===== src/sv/cpat_lane.sv =====
`timescale 1ns / 1ps
// One attitude torque lane: PD term, motor scaling, clamp.
module cpat_lane (
	input  logic clk,
	input  logic [15:0] kp,
	input  logic [15:0] kd,
	input  logic signed [19:0] arg,
	input  logic signed [15:0] rate,
	input  logic [15:0] inv_gain,
	input  logic [15:0] alim,
	output logic signed [15:0] torque
);
	logic signed [37:0] pd_s1;
	logic signed [55:0] sc_s2;
	logic signed [32:0] sh;
	logic signed [15:0] t_s3;

	// clamp to limit then to output range
	function automatic logic signed [32:0] out_sat(input logic signed [32:0] v);
		logic signed [32:0] l;
		logic signed [32:0] c;
		l = $signed({17'd0, alim});
		c = v;
		if (c > l) c = l;
		if (c < -l) c = -l;
		if (c > 33'sd32767) c = 33'sd32767;
		if (c < -33'sd32768) c = -33'sd32768;
		out_sat = c;
	endfunction

	// round half up by 24
	assign sh = 33'((sc_s2 + 56'sd8388608) >>> 24);

	always_ff @(posedge clk) begin
		pd_s1 <= 38'($signed({1'b0, kp}) * arg) + 38'($signed({1'b0, kd}) * rate);
		sc_s2 <= 56'(pd_s1) * $signed({1'b0, inv_gain});
		t_s3  <= 16'(out_sat(sh));
	end

	assign torque = t_s3;

endmodule

===== config.mk =====
export PLATFORM = sky130hd
export DESIGN_NAME = cpat_lane
export DESIGN_NICKNAME = d
export VERILOG_FILES = /design/src/sv/cpat_lane.sv
export SDC_FILE = /design/constraint.sdc
export NUM_CORES = 2
export LEC_CHECK = 0
export BUFFER_PORTS_ARGS = -buffer_cell sky130_fd_sc_hd__buf_2
export CORE_UTILIZATION = 52
export DETAILED_ROUTE_END_ITERATION = 12
export GPL_ROUTABILITY_DRIVEN = 0
export PLACE_DENSITY = 0.71
export SYNTH_ARGS = -nofsm -noshare
export SYNTH_HDL_FRONTEND = slang
export SYNTH_SLANG_ARGS = --single-unit

===== constraint.sdc =====
create_clock -name clk -period 7.8 [get_ports clk]
set_clock_uncertainty 0.15 [all_clocks]
set_input_delay 1.17 -clock clk [delete_from_list [all_inputs] [get_ports clk]]
set_output_delay 1.17 -clock clk [all_outputs]
set_load 0.005 [all_outputs]

---- Word-level counts from Yosys, hierarchy flattened ----
Index checks and enable logic that the tools add are counted.
word-level totals
  register bits after elaboration ......... 109
  output and inout bits ................... 16
  logic and storage cells ................. 16
cells by class
  add/sub/neg operators ................... 3
  multiply operators ...................... 3
  order comparisons ....................... 4
  multiplexer cells ....................... 3
operator list
  operator                  count
  $mux W33                  3
  $add A55 B25 Y56 const B  1
  $mul A38 B17 Y55          1
  $add A37 B33 Y38          1
  $mul A17 B20 Y37          1
  $gt A33 B16 Y1 const B    1
  $lt A33 B16 Y1 const B    1
  $lt A33 B33 Y1            1
  $mul A17 B16 Y33          1
  $neg A16 Y33              1
  $gt A32 B17 Y1            1

---- Longest topological paths before layout ----
  depth in word-level cells ............... 8
  mapped depth ............................ 35
  depth with buffers taken out ............ 31

---- Least setup slack after synthesis ----
Ideal clock, no wire load.
  path type ............................... input port to flip-flop
  from .................................... input port kd[10]
  to ...................................... register pd_s1[36]
  arrival time ............................ 8.229 ns
  required time ........................... 7.523 ns
  setup slack ............................. -0.706 ns
  stages on the path ...................... 29
  cell sequence ........................... clkbuf_1 > nand2_1 > fa_1 > inv_1 > fa_1 > inv_1 > fa_1 > fa_1 > inv_1 > fa_1 > inv_1 > fa_1 > fa_1 > inv_1 > fa_1 > ha_1 > o21a_1 > o2111ai_1 > nand2_1 > a21oi_1 > nor2b_1 > o21ai_0 > a21oi_1 > o21ai_0 > o21ai_0 > or4_1 > a311oi_1 > o21ai_0 > xor2_1
on the way
  longest elaborated chain between the ends .. 2
ends and longest elaborated chain
  what                  RTL line  source
  start, declared       6         input logic [15:0] kd,
  $mul A17 B16 Y33      35        pd_s1 <= 38'($signed({1'b0, kp}) * arg) + 38'($signed({1'b0, kd}) * rate);
  $add A37 B33 Y38      35
  end signal, assigned  35
  end, declared         13        logic signed [37:0] pd_s1;
Every way passes these cells.
A chain may end at the register's enable or synchronous reset.

---- Final worst setup path ----
  from .................................... input port kp[0]
  to ...................................... register pd_s1[34]
on the way
  longest elaborated chain between the ends .. 2
ends and longest elaborated chain
  what              RTL line  source
  start, declared   5         input logic [15:0] kp,
  $mul A17 B20 Y37  35
  $add A37 B33 Y38  35
Every way passes these cells.

==> results.json <==
{
  "cts_buffers": 9,
  "final-hold-violation-count": 0,
  "first_pass_grt_wire_length_um": 193000,
  "num_vias": 33796,
  "setup_violations": 5,
  "coreArea_um2": 85400,
  "number_of_filler_instances_in_the_final_layout": 7464,
  "port-buffer-count": 116,
  "post_drt_via_cell_ratio": 5.20,
  "worstPathMaxFanout": 6,
  "worst_hold_path_type": "reg2reg",
  "async_reset_ff_frac": 0,
  "layout_min_cycle_time_ns": 7.90,
  "max-slew-margin-rel": 0.523,
  "wire_per_inst_um": 18.0,
  "die_area_um2": 87800,
  "cp.arrival_ns": 8.00,
  "grt_antenna_before_repair": 5,
  "grt_setup_unrepaired": "yes",
  "number_of_global_route_vias_before_repair": 36886,
  "drc": 0,
  "worstSkewPairLatency_ns": 0.37,
  "synthFlopType": "dfxtp_1",
  "finalWirelength_um": 117000,
  "synth_top_cell_by_area": "fa_1",
  "post_route_cells_drive_above_1_share": 0.138,
  "synthesis.area_per_instance_um2": 9.02,
  "fp.dieH_um": 296,
  "failed_checks": "negative setup slack",
  "die_span_x_um": 296,
  "dp_hpwl_um": 102000,
  "synth_cells": 4992,
  "cts.htree.levels": 3,
  "place_area_um2": 49600,
  "period_share": 1.01,
  "worstMarginPinSlew_ns": 0.714,
  "synth_seq_cells": 86,
  "grt_start_max_net_pins": 32,
  "drv_slew": 0,
  "cts.sink_count": 86,
  "syn-num-nets": 6617,
  "initialDrtViolationCount": 2168,
  "grt_overflow_total": 0,
  "setup.worst_path.end_class": "flip-flop",
  "num_rows": 107,
  "area_growth_pct": 13.3,
  "synth.lib_cells_used.distinct": 75,
  "share_of_the_yosys_chip_area_belonging_to_registers": 0.0382,
  "finalWorstSetupSlack_ns": -0.103,
  "post_synthesis_cell_area_um2": 45000,
  "worst_ep_required_time_ns": 7.90,
  "share_of_the_synthesized_area_in_the_top_cell_type": 0.507,
  "tritoncts": "done",
  "timing.setup.critical_path_class": "in2reg",
  "first_pass_iters": 6,
  "fmaxAchievable_mhz": 127,
  "final_net_count": 6972,
  "synth-edff-count": 0,
  "io_pins": 117,
  "yosysWarnings": 0,
  "cts_root_buf": "clkbuf_16",
  "run_status": "finished with violations",
  "track_usage": 0.282,
  "clk_pin_slew_ns": 0.07,
  "cts_max_path_buffers": 2,
  "timing.critical_path.from_type": "primary input",
  "ys_top_cells_by_area": "fa_1 (51%), ha_1 (11%), inv_1 (11%), nand2_1 (6.6%), and2_1 (6.1%)",
  "maxCapViolCount": 0,
  "postCtsHoldBufs": 0,
  "drt.antenna.violating_nets": 0,
  "start_util": 0.527,
  "postLayoutCellArea_um2": 51000
}
-- per-stage QoR --
step | utilization | setup TNS, ns | hold WS (ns) | instances | setup slack, ns
floorplan | - | -1.06 | 0.553 | 4992 | -0.289
global placement | 0.581 | -9.84 | 0.678 | 6454 | -0.708
detailed placement | 0.581 | -11.61 | 0.676 | 6454 | -0.755
CTS | 0.592 | -0.581 | 0.679 | 6488 | -0.141
global route | 0.597 | -1.98 | 0.744 | 6496 | -0.356
finish | 0.597 | -0.420 | 0.690 | 6497 | -0.103
-- synth_stat cells (all sizes together), types with 3 or more instances --
master / n
nor2: 121
nor4: 12
and2: 440
a21boi: 3
a311oi: 3
o21bai: 9
a211o: 4
ha: 383
a21o: 36
nor2b: 15
xor2: 27
mux2i: 7
a31oi: 13
xnor2: 83
nor3: 25
buf: 12
fa: 1141
nand3: 27
clkbuf: 192
o31ai: 9
o211ai: 6
nand2: 790
a21oi: 78
o21ai: 48
o2111ai: 4
a211oi: 9
and4: 7
nand4: 25
inv: 1276
or4: 3
mux2: 3
or3: 5
o21a: 23
dfxtp: 86
nand2b: 28
and3: 13
-- metal layers --
layer / vias to the layer above / wire length [um] / GRT usage
met5: - / 12 / 0
met4: 2 / 4480 / 0.0953
met3: 239 / 7260 / 0.0277
met2: 1172 / 57400 / 0.481
met1: 17200 / 47900 / 0.378
li1: 15183 / - / -
-- final cells by class --
type / instances / area (um^2) / share of cell area
Antenna cell: 2 / 5.00 / 0.0000981
Clock buffer: 10 / 229 / 0.00449
Clock inverter: 5 / 83.8 / 0.00164
Inverter: 1276 / 4790 / 0.0939
Multi-Input combinational cell: 3426 / 38300 / 0.751
Sequential cell: 86 / 1720 / 0.0338
Tap cell: 1144 / 1430 / 0.0281
Timing Repair Buffer: 548 / 4420 / 0.0866
-- cell families after synthesis --
logic type | count (synthesis) | synth area share
AND/OR/NAND/NOR | 1516 | 0.161
buffers and inverters | 1480 | 0.124
flip-flops | 86 | 0.0382
AO/OA/AOI/OAI | 266 | 0.0392
XOR/XNOR | 110 | 0.0214
adder cells (fa/ha/maj) | 1524 | 0.614
multiplexers | 10 | 0.00247
-- worst max-delay path, cell delays in order --
cell       delay [ns]
buf_12           0.11
and2_4           0.16
fa_1             0.55
inv_2            0.04
fa_1             0.53
inv_1            0.05
fa_1             0.49
inv_2            0.05
fa_1             0.52
fa_1             0.45
fa_1             0.49
fa_1             0.51
inv_2            0.05
fa_1             0.55
ha_4             0.22
o21a_1           0.17
o2111ai_2        0.18
nand2_1          0.09
a21oi_2          0.18
nor2b_2          0.07
o21ai_2          0.06
a21oi_2          0.09
o21ai_2          0.17
o21ai_2          0.08
or4_4            0.44
a311oi_2         0.26
o21bai_1         0.14
xor2_1           0.15
-- registers in the layout, summed over array words and instances, names as in the netlist --
register,cells
pd_s1,38
sc_s2,32
torque,16
-- cell usage in the layout, fill, tap and decap left out, types with 12 or more instances in the layout --
master,synthesis,routed
a21o_1,36,36
nand4_1,24,24
nor2_1,120,114
ha_1,383,369
and2_4,0,26
nand2_2,0,13
a21oi_1,77,67
a31oi_1,13,12
buf_6,1,45
nor2b_1,15,14
nand2_1,790,777
nand2b_1,28,27
inv_1,1276,1252
xnor2_1,83,79
fa_1,1141,1119
buf_12,0,18
xor2_1,27,27
and3_1,13,13
o21a_1,23,23
buf_4,1,400
nand3_1,27,26
inv_2,0,24
buf_2,4,72
and2_1,439,413
fa_2,0,22
o21ai_0,44,32
nor3_1,21,20
dfxtp_1,86,86
-- repair_timing --
item                                    CTS  global route
pin swaps                                84            69
endpoints found under the setup margin   13            41
gates resized for setup                 149           109
buffers inserted                         20            10
gates cloned                              1             1
-- final timing paths --
kind | startpoint | to | slack, ns | depth (start not counted)
worst max-delay path | kp[0] | pd_s1[34] | -0.10 | 28
worst min-delay path | sc_s2[38] | torque[14] | 0.69 | 5
worst max register to register | sc_s2[23] | torque[5] | 0.39 | 35
worst min register to register | sc_s2[38] | torque[14] | 0.69 | 5
Power is not shown: default switching activity piles up to over one toggle a cycle in this logic, so the estimate is an artifact.
