===== config.mk =====
export PLATFORM = sky130hd
export DESIGN_NAME = cpat_isqrt
export DESIGN_NICKNAME = d
export VERILOG_FILES = /design/src/sv/cpat_isqrt.sv
export SDC_FILE = /design/constraint.sdc
export NUM_CORES = 2
export LEC_CHECK = 0
export BUFFER_PORTS_ARGS = -buffer_cell sky130_fd_sc_hd__buf_2
export CAP_MARGIN = 5
export CELL_PAD_IN_SITES_DETAIL_PLACEMENT = 0
export CELL_PAD_IN_SITES_GLOBAL_PLACEMENT = 1
export CORE_ASPECT_RATIO = 1.4
export CORE_MARGIN = 5
export CORE_UTILIZATION = 41
export DETAILED_ROUTE_END_ITERATION = 7
export PLACE_DENSITY = 0.69
export SYNTH_ARGS = -nofsm -noshare
export SYNTH_HDL_FRONTEND = slang
export SYNTH_SLANG_ARGS = --single-unit

===== constraint.sdc =====
create_clock -name clk -period 4 [get_ports clk]
set_clock_uncertainty 0.15 [all_clocks]
set_input_delay 0.4 -clock clk [delete_from_list [all_inputs] [get_ports clk]]
set_output_delay 0.4 -clock clk [all_outputs]
set_load 0.02 [all_outputs]

===== src/sv/cpat_isqrt.sv =====
`timescale 1ns / 1ps
// Pipelined floor square root of a 57-bit value, one result bit per stage.
module cpat_isqrt (
	input  logic clk,
	input  logic [56:0] v_in,
	output logic [28:0] r_out
);
	localparam int STEPS = 29;

	logic [56:0] rem [STEPS+1];
	logic [28:0] root [STEPS+1];

	assign rem[0]  = v_in;
	assign root[0] = '0;

	for (genvar i = 0; i < STEPS; i++) begin : g_step
		localparam int B = STEPS - 1 - i;
		logic [58:0] trial;
		assign trial = ({30'd0, root[i]} << (B + 1)) + (59'd1 << (2 * B));
		// decide one root bit
		always_ff @(posedge clk) begin
			if ({2'b00, rem[i]} >= trial) begin
				rem[i+1]  <= rem[i] - 57'(trial);
				root[i+1] <= root[i] | (29'd1 << B);
			end else begin
				rem[i+1]  <= rem[i];
				root[i+1] <= root[i];
			end
		end
	end

	assign r_out = root[STEPS];

endmodule


# == Yosys cells after proc, flatten, opt, wreduce, memory -nomap -nowiden ==
# Index checks and enable logic that the tools add are counted.
# word_totals
reg_bits,2437
elab_cells,199
in_bits,58
output_inout_bits,29
# classes
n_lt_le_gt_ge,29
mux,29
add_sub_neg,56
# ops
op,count
$mux W57,28
$sub A57 B57 Y57,2
$add A57 B55 Y58 const B,1
$ge A57 B58 Y1,1
$add A56 B53 Y57 const B,1
$ge A57 B31 Y1,1
$ge A57 B32 Y1,1
$ge A57 B33 Y1,1
$ge A57 B34 Y1,1
$ge A57 B35 Y1,1
$ge A57 B36 Y1,1
$ge A57 B37 Y1,1
$ge A57 B38 Y1,1
$ge A57 B39 Y1,1
$ge A57 B40 Y1,1
$ge A57 B41 Y1,1
$ge A57 B42 Y1,1
$ge A57 B43 Y1,1
$ge A57 B44 Y1,1
$ge A57 B45 Y1,1
$ge A57 B46 Y1,1
$ge A57 B47 Y1,1
$ge A57 B48 Y1,1
$ge A57 B49 Y1,1
62 further kinds,62

# == Logic depth before layout (Yosys ltp) ==
# depth
depth_word,3
depth_mapped,15
mapped_depth_nobuf,13

# == Worst setup path before layout ==
# No wires, ideal clock.
# synth_path
path_type,register -> register
from,register root[60] in the netlist's numbering
to,register rem[102] in the netlist's numbering
t_arrival_ns,3.180
path_stages_with_launch,13
path_slack_ns,0.552
synth_period_minus_slack_ns,3.448
path_buffers,0
required_time_ns,3.732
setup_time_ns,0.118
cell_sequence,dfxtp_1 -> inv_1 -> ha_1 -> o21ai_0 -> a22oi_1 -> a21oi_1 -> o21ai_0 -> a31oi_1 -> o31a_1 -> or4_1 -> nor4_1 -> nand2_1 -> xnor2_1
# synth_via
elab_chain_len,3
word_cells_on_any_way,4
cone_classes,add/sub: 2; order compare: 1; mux: 1
# synth_rtl
item,line,source
start: declaration,11,logic [28:0] root [STEPS+1];
start signal: indexed assignment,24,root[i+1] <= root[i] | (29'd1 << B);
start signal: indexed assignment,27,root[i+1] <= root[i];
$add A31 B3 Y32 *,19,"assign trial = ({30'd0, root[i]} << (B + 1)) + (59'd1 << (2 * B));"
$sub A57 B32 Y57 or $ge A57 B32 Y1 (tied branches),"23, 22",
$mux W57 *,22,"if ({2'b00, rem[i]} >= trial) begin"
end signal: indexed assignment,23,rem[i+1] <= rem[i] - 57'(trial);
end signal: indexed assignment,26,rem[i+1] <= rem[i];
end: declaration,10,logic [56:0] rem [STEPS+1];
# Mark *: on every way between the ends. The rest lies on a longest branch, timed or not.
# A chain may end at the register's enable or synchronous reset.

# == Worst setup path after layout ==
# layout_path
from,register root[200] in the netlist's numbering
to,register rem[327] in the netlist's numbering
# layout_via
elab_chain_len,3
word_cells_on_any_way,4
cone_classes,add/sub: 2; order compare: 1; mux: 1
# layout_rtl
item,line
$add A35 B11 Y36 *,19
$sub A57 B36 Y57 or $ge A57 B36 Y1 (tied branches),"23, 22"
$mux W57 *,22
# Marked as above.

==> results by group <==
Outcome
  • Run status: complete, no violations

Clock tree
  • CTS root buf: clkbuf_16
  • Worst-path clk slew: 0.07 ns
  • Htree depth: 4
  • Worst skew pair latency: 0.87 ns
  • Post-CTS setup buffer count: 0
  • CTS Buffer Depth: 3
  • Inserted Clock Buffers: 190
  • CTS tree: yes
  • Clock sinks: 2031

Floorplan
  • I/O Pins: 87
  • Initial Util: 0.4120
  • Row cnt: 187
  • Core Area: 0.1855 mm²
  • Die Width: 374.9 µm
  • Die H: 520.9 µm
  • DIE AREA: 0.1953 mm²

Logic synthesis
  • Syn_nets: 8146
  • Cells after Synth: 7627
  • Synth unique cells: 101
  • Number of synthesized register bits: 2031
  • Post-Synth XOR/XNOR Area: 0.07823
  • Most frequent cells after synthesis: 2031 x dfxtp_1, 576 x inv_1, 544 x nor2_1, 519 x a21oi_1, 460 x ha_1
  • Yosys warns: 0
  • Ys async rst share: 0
  • Post-synthesis instance area: 0.07645 mm²
  • Ys flop type: dfxtp_1
  • Number of flops mapped to enable cells by yosys: 0
  • Top-area cell type share of the netlist area: 0.5319
  • Syn_area_per_cell: 10.02 µm²
  • Register area share after synthesis: 0.5319
  • Synth Area in Simple Gates: 0.1471
  • Largest family of logic cells by synthesized area: simple AND/OR/NAND/NOR gates
  • Synth Area in Adders: 0.07555
  • Mux contribution to synthesized area: 0.01427
  • Top cell type by total area after synthesis: dfxtp_1
  • Synth Area in Compound Gates: 0.1166
  • Synth top area cells: dfxtp_1 53%, ha_1 7.5%, xnor2_1 4.2%
  • Count leader, synth: dfxtp_1

Layout
  • Fillers: 17.17k
  • Area growth from synthesis to layout: 16.47%
  • Share of cells above drive strength 1: 0.09579
  • Number of nets in the layout: 8578
  • FF+latch area: 0.04066 mm²
  • Fin util: 0.4799
  • Fin cells: 10.67k
  • Multi-input logic area: 0.03316 mm²

Detailed routing
  • Via count: 54.05k
  • DR iter-0 viols: 2249
  • Drt via density: 5.063
  • Drt pass-1 iters: 8
  • Routed WL: 198400 µm
  • DR DRC count: 0
  • Routed Antenna Nets: 0
  • Avg WL per Cell: 18.58 µm

Power
  • Pwr per Cell Area: 732.4 mW/mm²
  • Maximum resistive drop on vdd: 0.4905 mV
  • Pleak: 40.70 nW

Setup path
  • Setup CP Type: flip-flop to flip-flop
  • Critical path's top delay family: simple AND/OR/NAND/NOR gates
  • Worst path max stage delay: 0.71 ns
  • WP depth: 11
  • Worst EP arrival: 4.33 ns
  • CP max FO: 5
  • Slowest CP cell: a2111oi_0
  • Worst path cell trace: inv_1, ha_1, nand3_1, or2_2, nor4_1, a211oi_1, inv_1, a311oi_4, or2_2, a2111oi_0, o22ai_1
  • CP bufs+invs: 2
  • R2R Path End: rem[327]$_DFF_P_
  • Reg2Reg Launch Point: root[200]$_DFF_P_
  • CP startpoint kind: flip-flop
  • Reg2reg path depth: 11
  • Reg-to-reg setup timing slack: 0.19 ns
  • Worst Path Required: 4.51 ns
  • Crit end category: flip-flop

GRT
  • Initial antenna violation count: 4
  • Met3 usage: 0.02510
  • GRT met2 Usage: 0.4140
  • All-Layer GR Usage: 0.2002
  • Gr ovfl total: 0
  • First-pass GRT wire length: 309200 µm
  • GRT Max-Usage Layer: met2
  • Largest net degree at the start of global routing: 56
  • Vias in the first global route: 57.19k
  • Met1 usage in global routing: 0.1808

Timing
  • Crit share post-route: 0.9535
  • Final setup viols: 0
  • Least-Margin Pin Slew: 0.9545 ns
  • Max Clk Rate: 0.2622 GHz
  • Sum of negative setup slack: 0 ns
  • Relative slew slack: 0.3567
  • WHS: 0.1508 ns
  • Final worst path period need: 3.814 ns
  • Final slew viol count: 0
  • Final Hold Fails: 0

Hold path
  • Worst hold path type: flip-flop to flip-flop
  • Worst Hold Path EP: rem[518]$_DFF_P_
  • Worst Min Path Start: rem[575]$_DFF_P_
  • Hold path depth: 0

Placed design
  • DP Wirelength: 158400 µm
  • Placed cells: 10.21k
  • GPL Wtd Cong: 0.9122
  • IO Port Bufs: 86

Flow run
  • Max-capacitance violation count: 0
==> worst reg2reg max path, stage by stage (launching register included) <==
cell and delay (ns):
dfxtp_1 0.44, inv_1 0.07, ha_1 0.38, nand3_1 0.15, or2_2 0.35, nor4_1 0.50
a211oi_1 0.15, inv_1 0.19, a311oi_4 0.06, or2_2 0.33, a2111oi_0 0.71, o22ai_1 0.19
==> stage by stage <==
stage | power [mW] | cell area [µm²] | setup slack [ns]
2_1_floorplan | 40.29 | 76450 | 0.5523
3_3_place_gp | 46.13 | 80870 | -0.1219
3_5_place_dp | 46.21 | 80890 | -0.07166
4_1_cts | 65.77 | 88970 | 0.02053
5_1_grt | 69.06 | 89040 | -0.04483
6_report | 65.21 | 89040 | 0.1860
==> sequential cells by signal (all words and copies together) (netlist names) <==
signal and count:
r_out 29, root 406, rem 1596
==> layer usage <==
layer | vias to the layer above | share of wire
met5 | - | 0
met4 | 0 | 0.068
met3 | 502 | 0.024
met2 | 889 | 0.57
met1 | 25370 | 0.34
li1 | 27290 | -
==> logic make-up after synthesis <==
kind of cell / after synthesis
XOR/XNOR: 682
multiplexers: 95
buffers and inverters: 726
AO/OA/AOI/OAI: 1446
other: 1
flip-flops: 2031
AND/OR/NAND/NOR: 2185
adder cells (fa/ha/maj): 461
==> worst max-delay path by stage <==
stage / start / endpoint / slack [ns]
6_report: root[200]$_DFF_P_ / rem[327]$_DFF_P_ / 0.19
5_1_grt: root[156]$_DFF_P_ / rem[280]$_DFF_P_ / -0.04
4_1_cts: root[91]$_DFF_P_ / rem[155]$_DFF_P_ / 0.02
3_5_place_dp: root[61]$_DFF_P_ / rem[98]$_DFF_P_ / -0.07
3_3_place_gp: root[60]$_SDFF_PP1_ / rem[98]$_DFF_P_ / -0.12
2_1_floorplan: root[60]$_SDFF_PP1_ / rem[102]$_DFF_P_ / 0.55
==> cell usage in the layout (no fill, tap or decap), drive strengths merged, types with 22 or more instances in the layout <==
cell	netlist	routed
a21oi	520	520
o21bai	36	36
or2	36	36
dlygate4sd3	0	114
mux2	88	88
clkbuf	114	257
o21ai	319	319
xor2	315	315
a31oi	40	40
nor4	261	261
a211oi	35	35
o21a	104	104
o211ai	22	22
xnor2	367	367
and2	24	24
or4	63	63
buf	34	273
inv	578	583
nor4b	38	38
nand2b	90	90
bufinv	0	24
nor3	203	203
clkinv	0	53
nor2	544	544
nor2b	53	53
o31ai	29	29
nand2	451	451
a21o	187	187
nand3	115	115
dfxtp	2031	2031
or3	78	78
ha	460	460
nand4	111	111
and3	28	28
==> layout make-up <==
class,instances,share of cell area
diodes,1,0.00002811
clock buffers,256,0.06135
clock inverters,93,0.01655
inverters,578,0.02437
multi-input cells,4870,0.3725
flip-flops and latches,2031,0.4567
well taps,2457,0.03453
repair buffers,388,0.03404
==> report_power, final <==
| group | switching (mW) | leakage (nW) | internal [mW] | total, mW |
|---|---|---|---|---|
| Combinational | 9.46 | 20.3 | 7.70 | 17.2 |
| Sequential | 3.94 | 17.0 | 24.8 | 28.8 |
| Clock | 8.01 | 3.37 | 11.3 | 19.3 |
==> repair_timing <==
item,in CTS,in global routing
endpoints found under the hold margin,57,0
endpoints found under the setup margin,6,22
gates resized for setup,3,11
hold buffers,114,0
(Power assumes the default switching activity.)
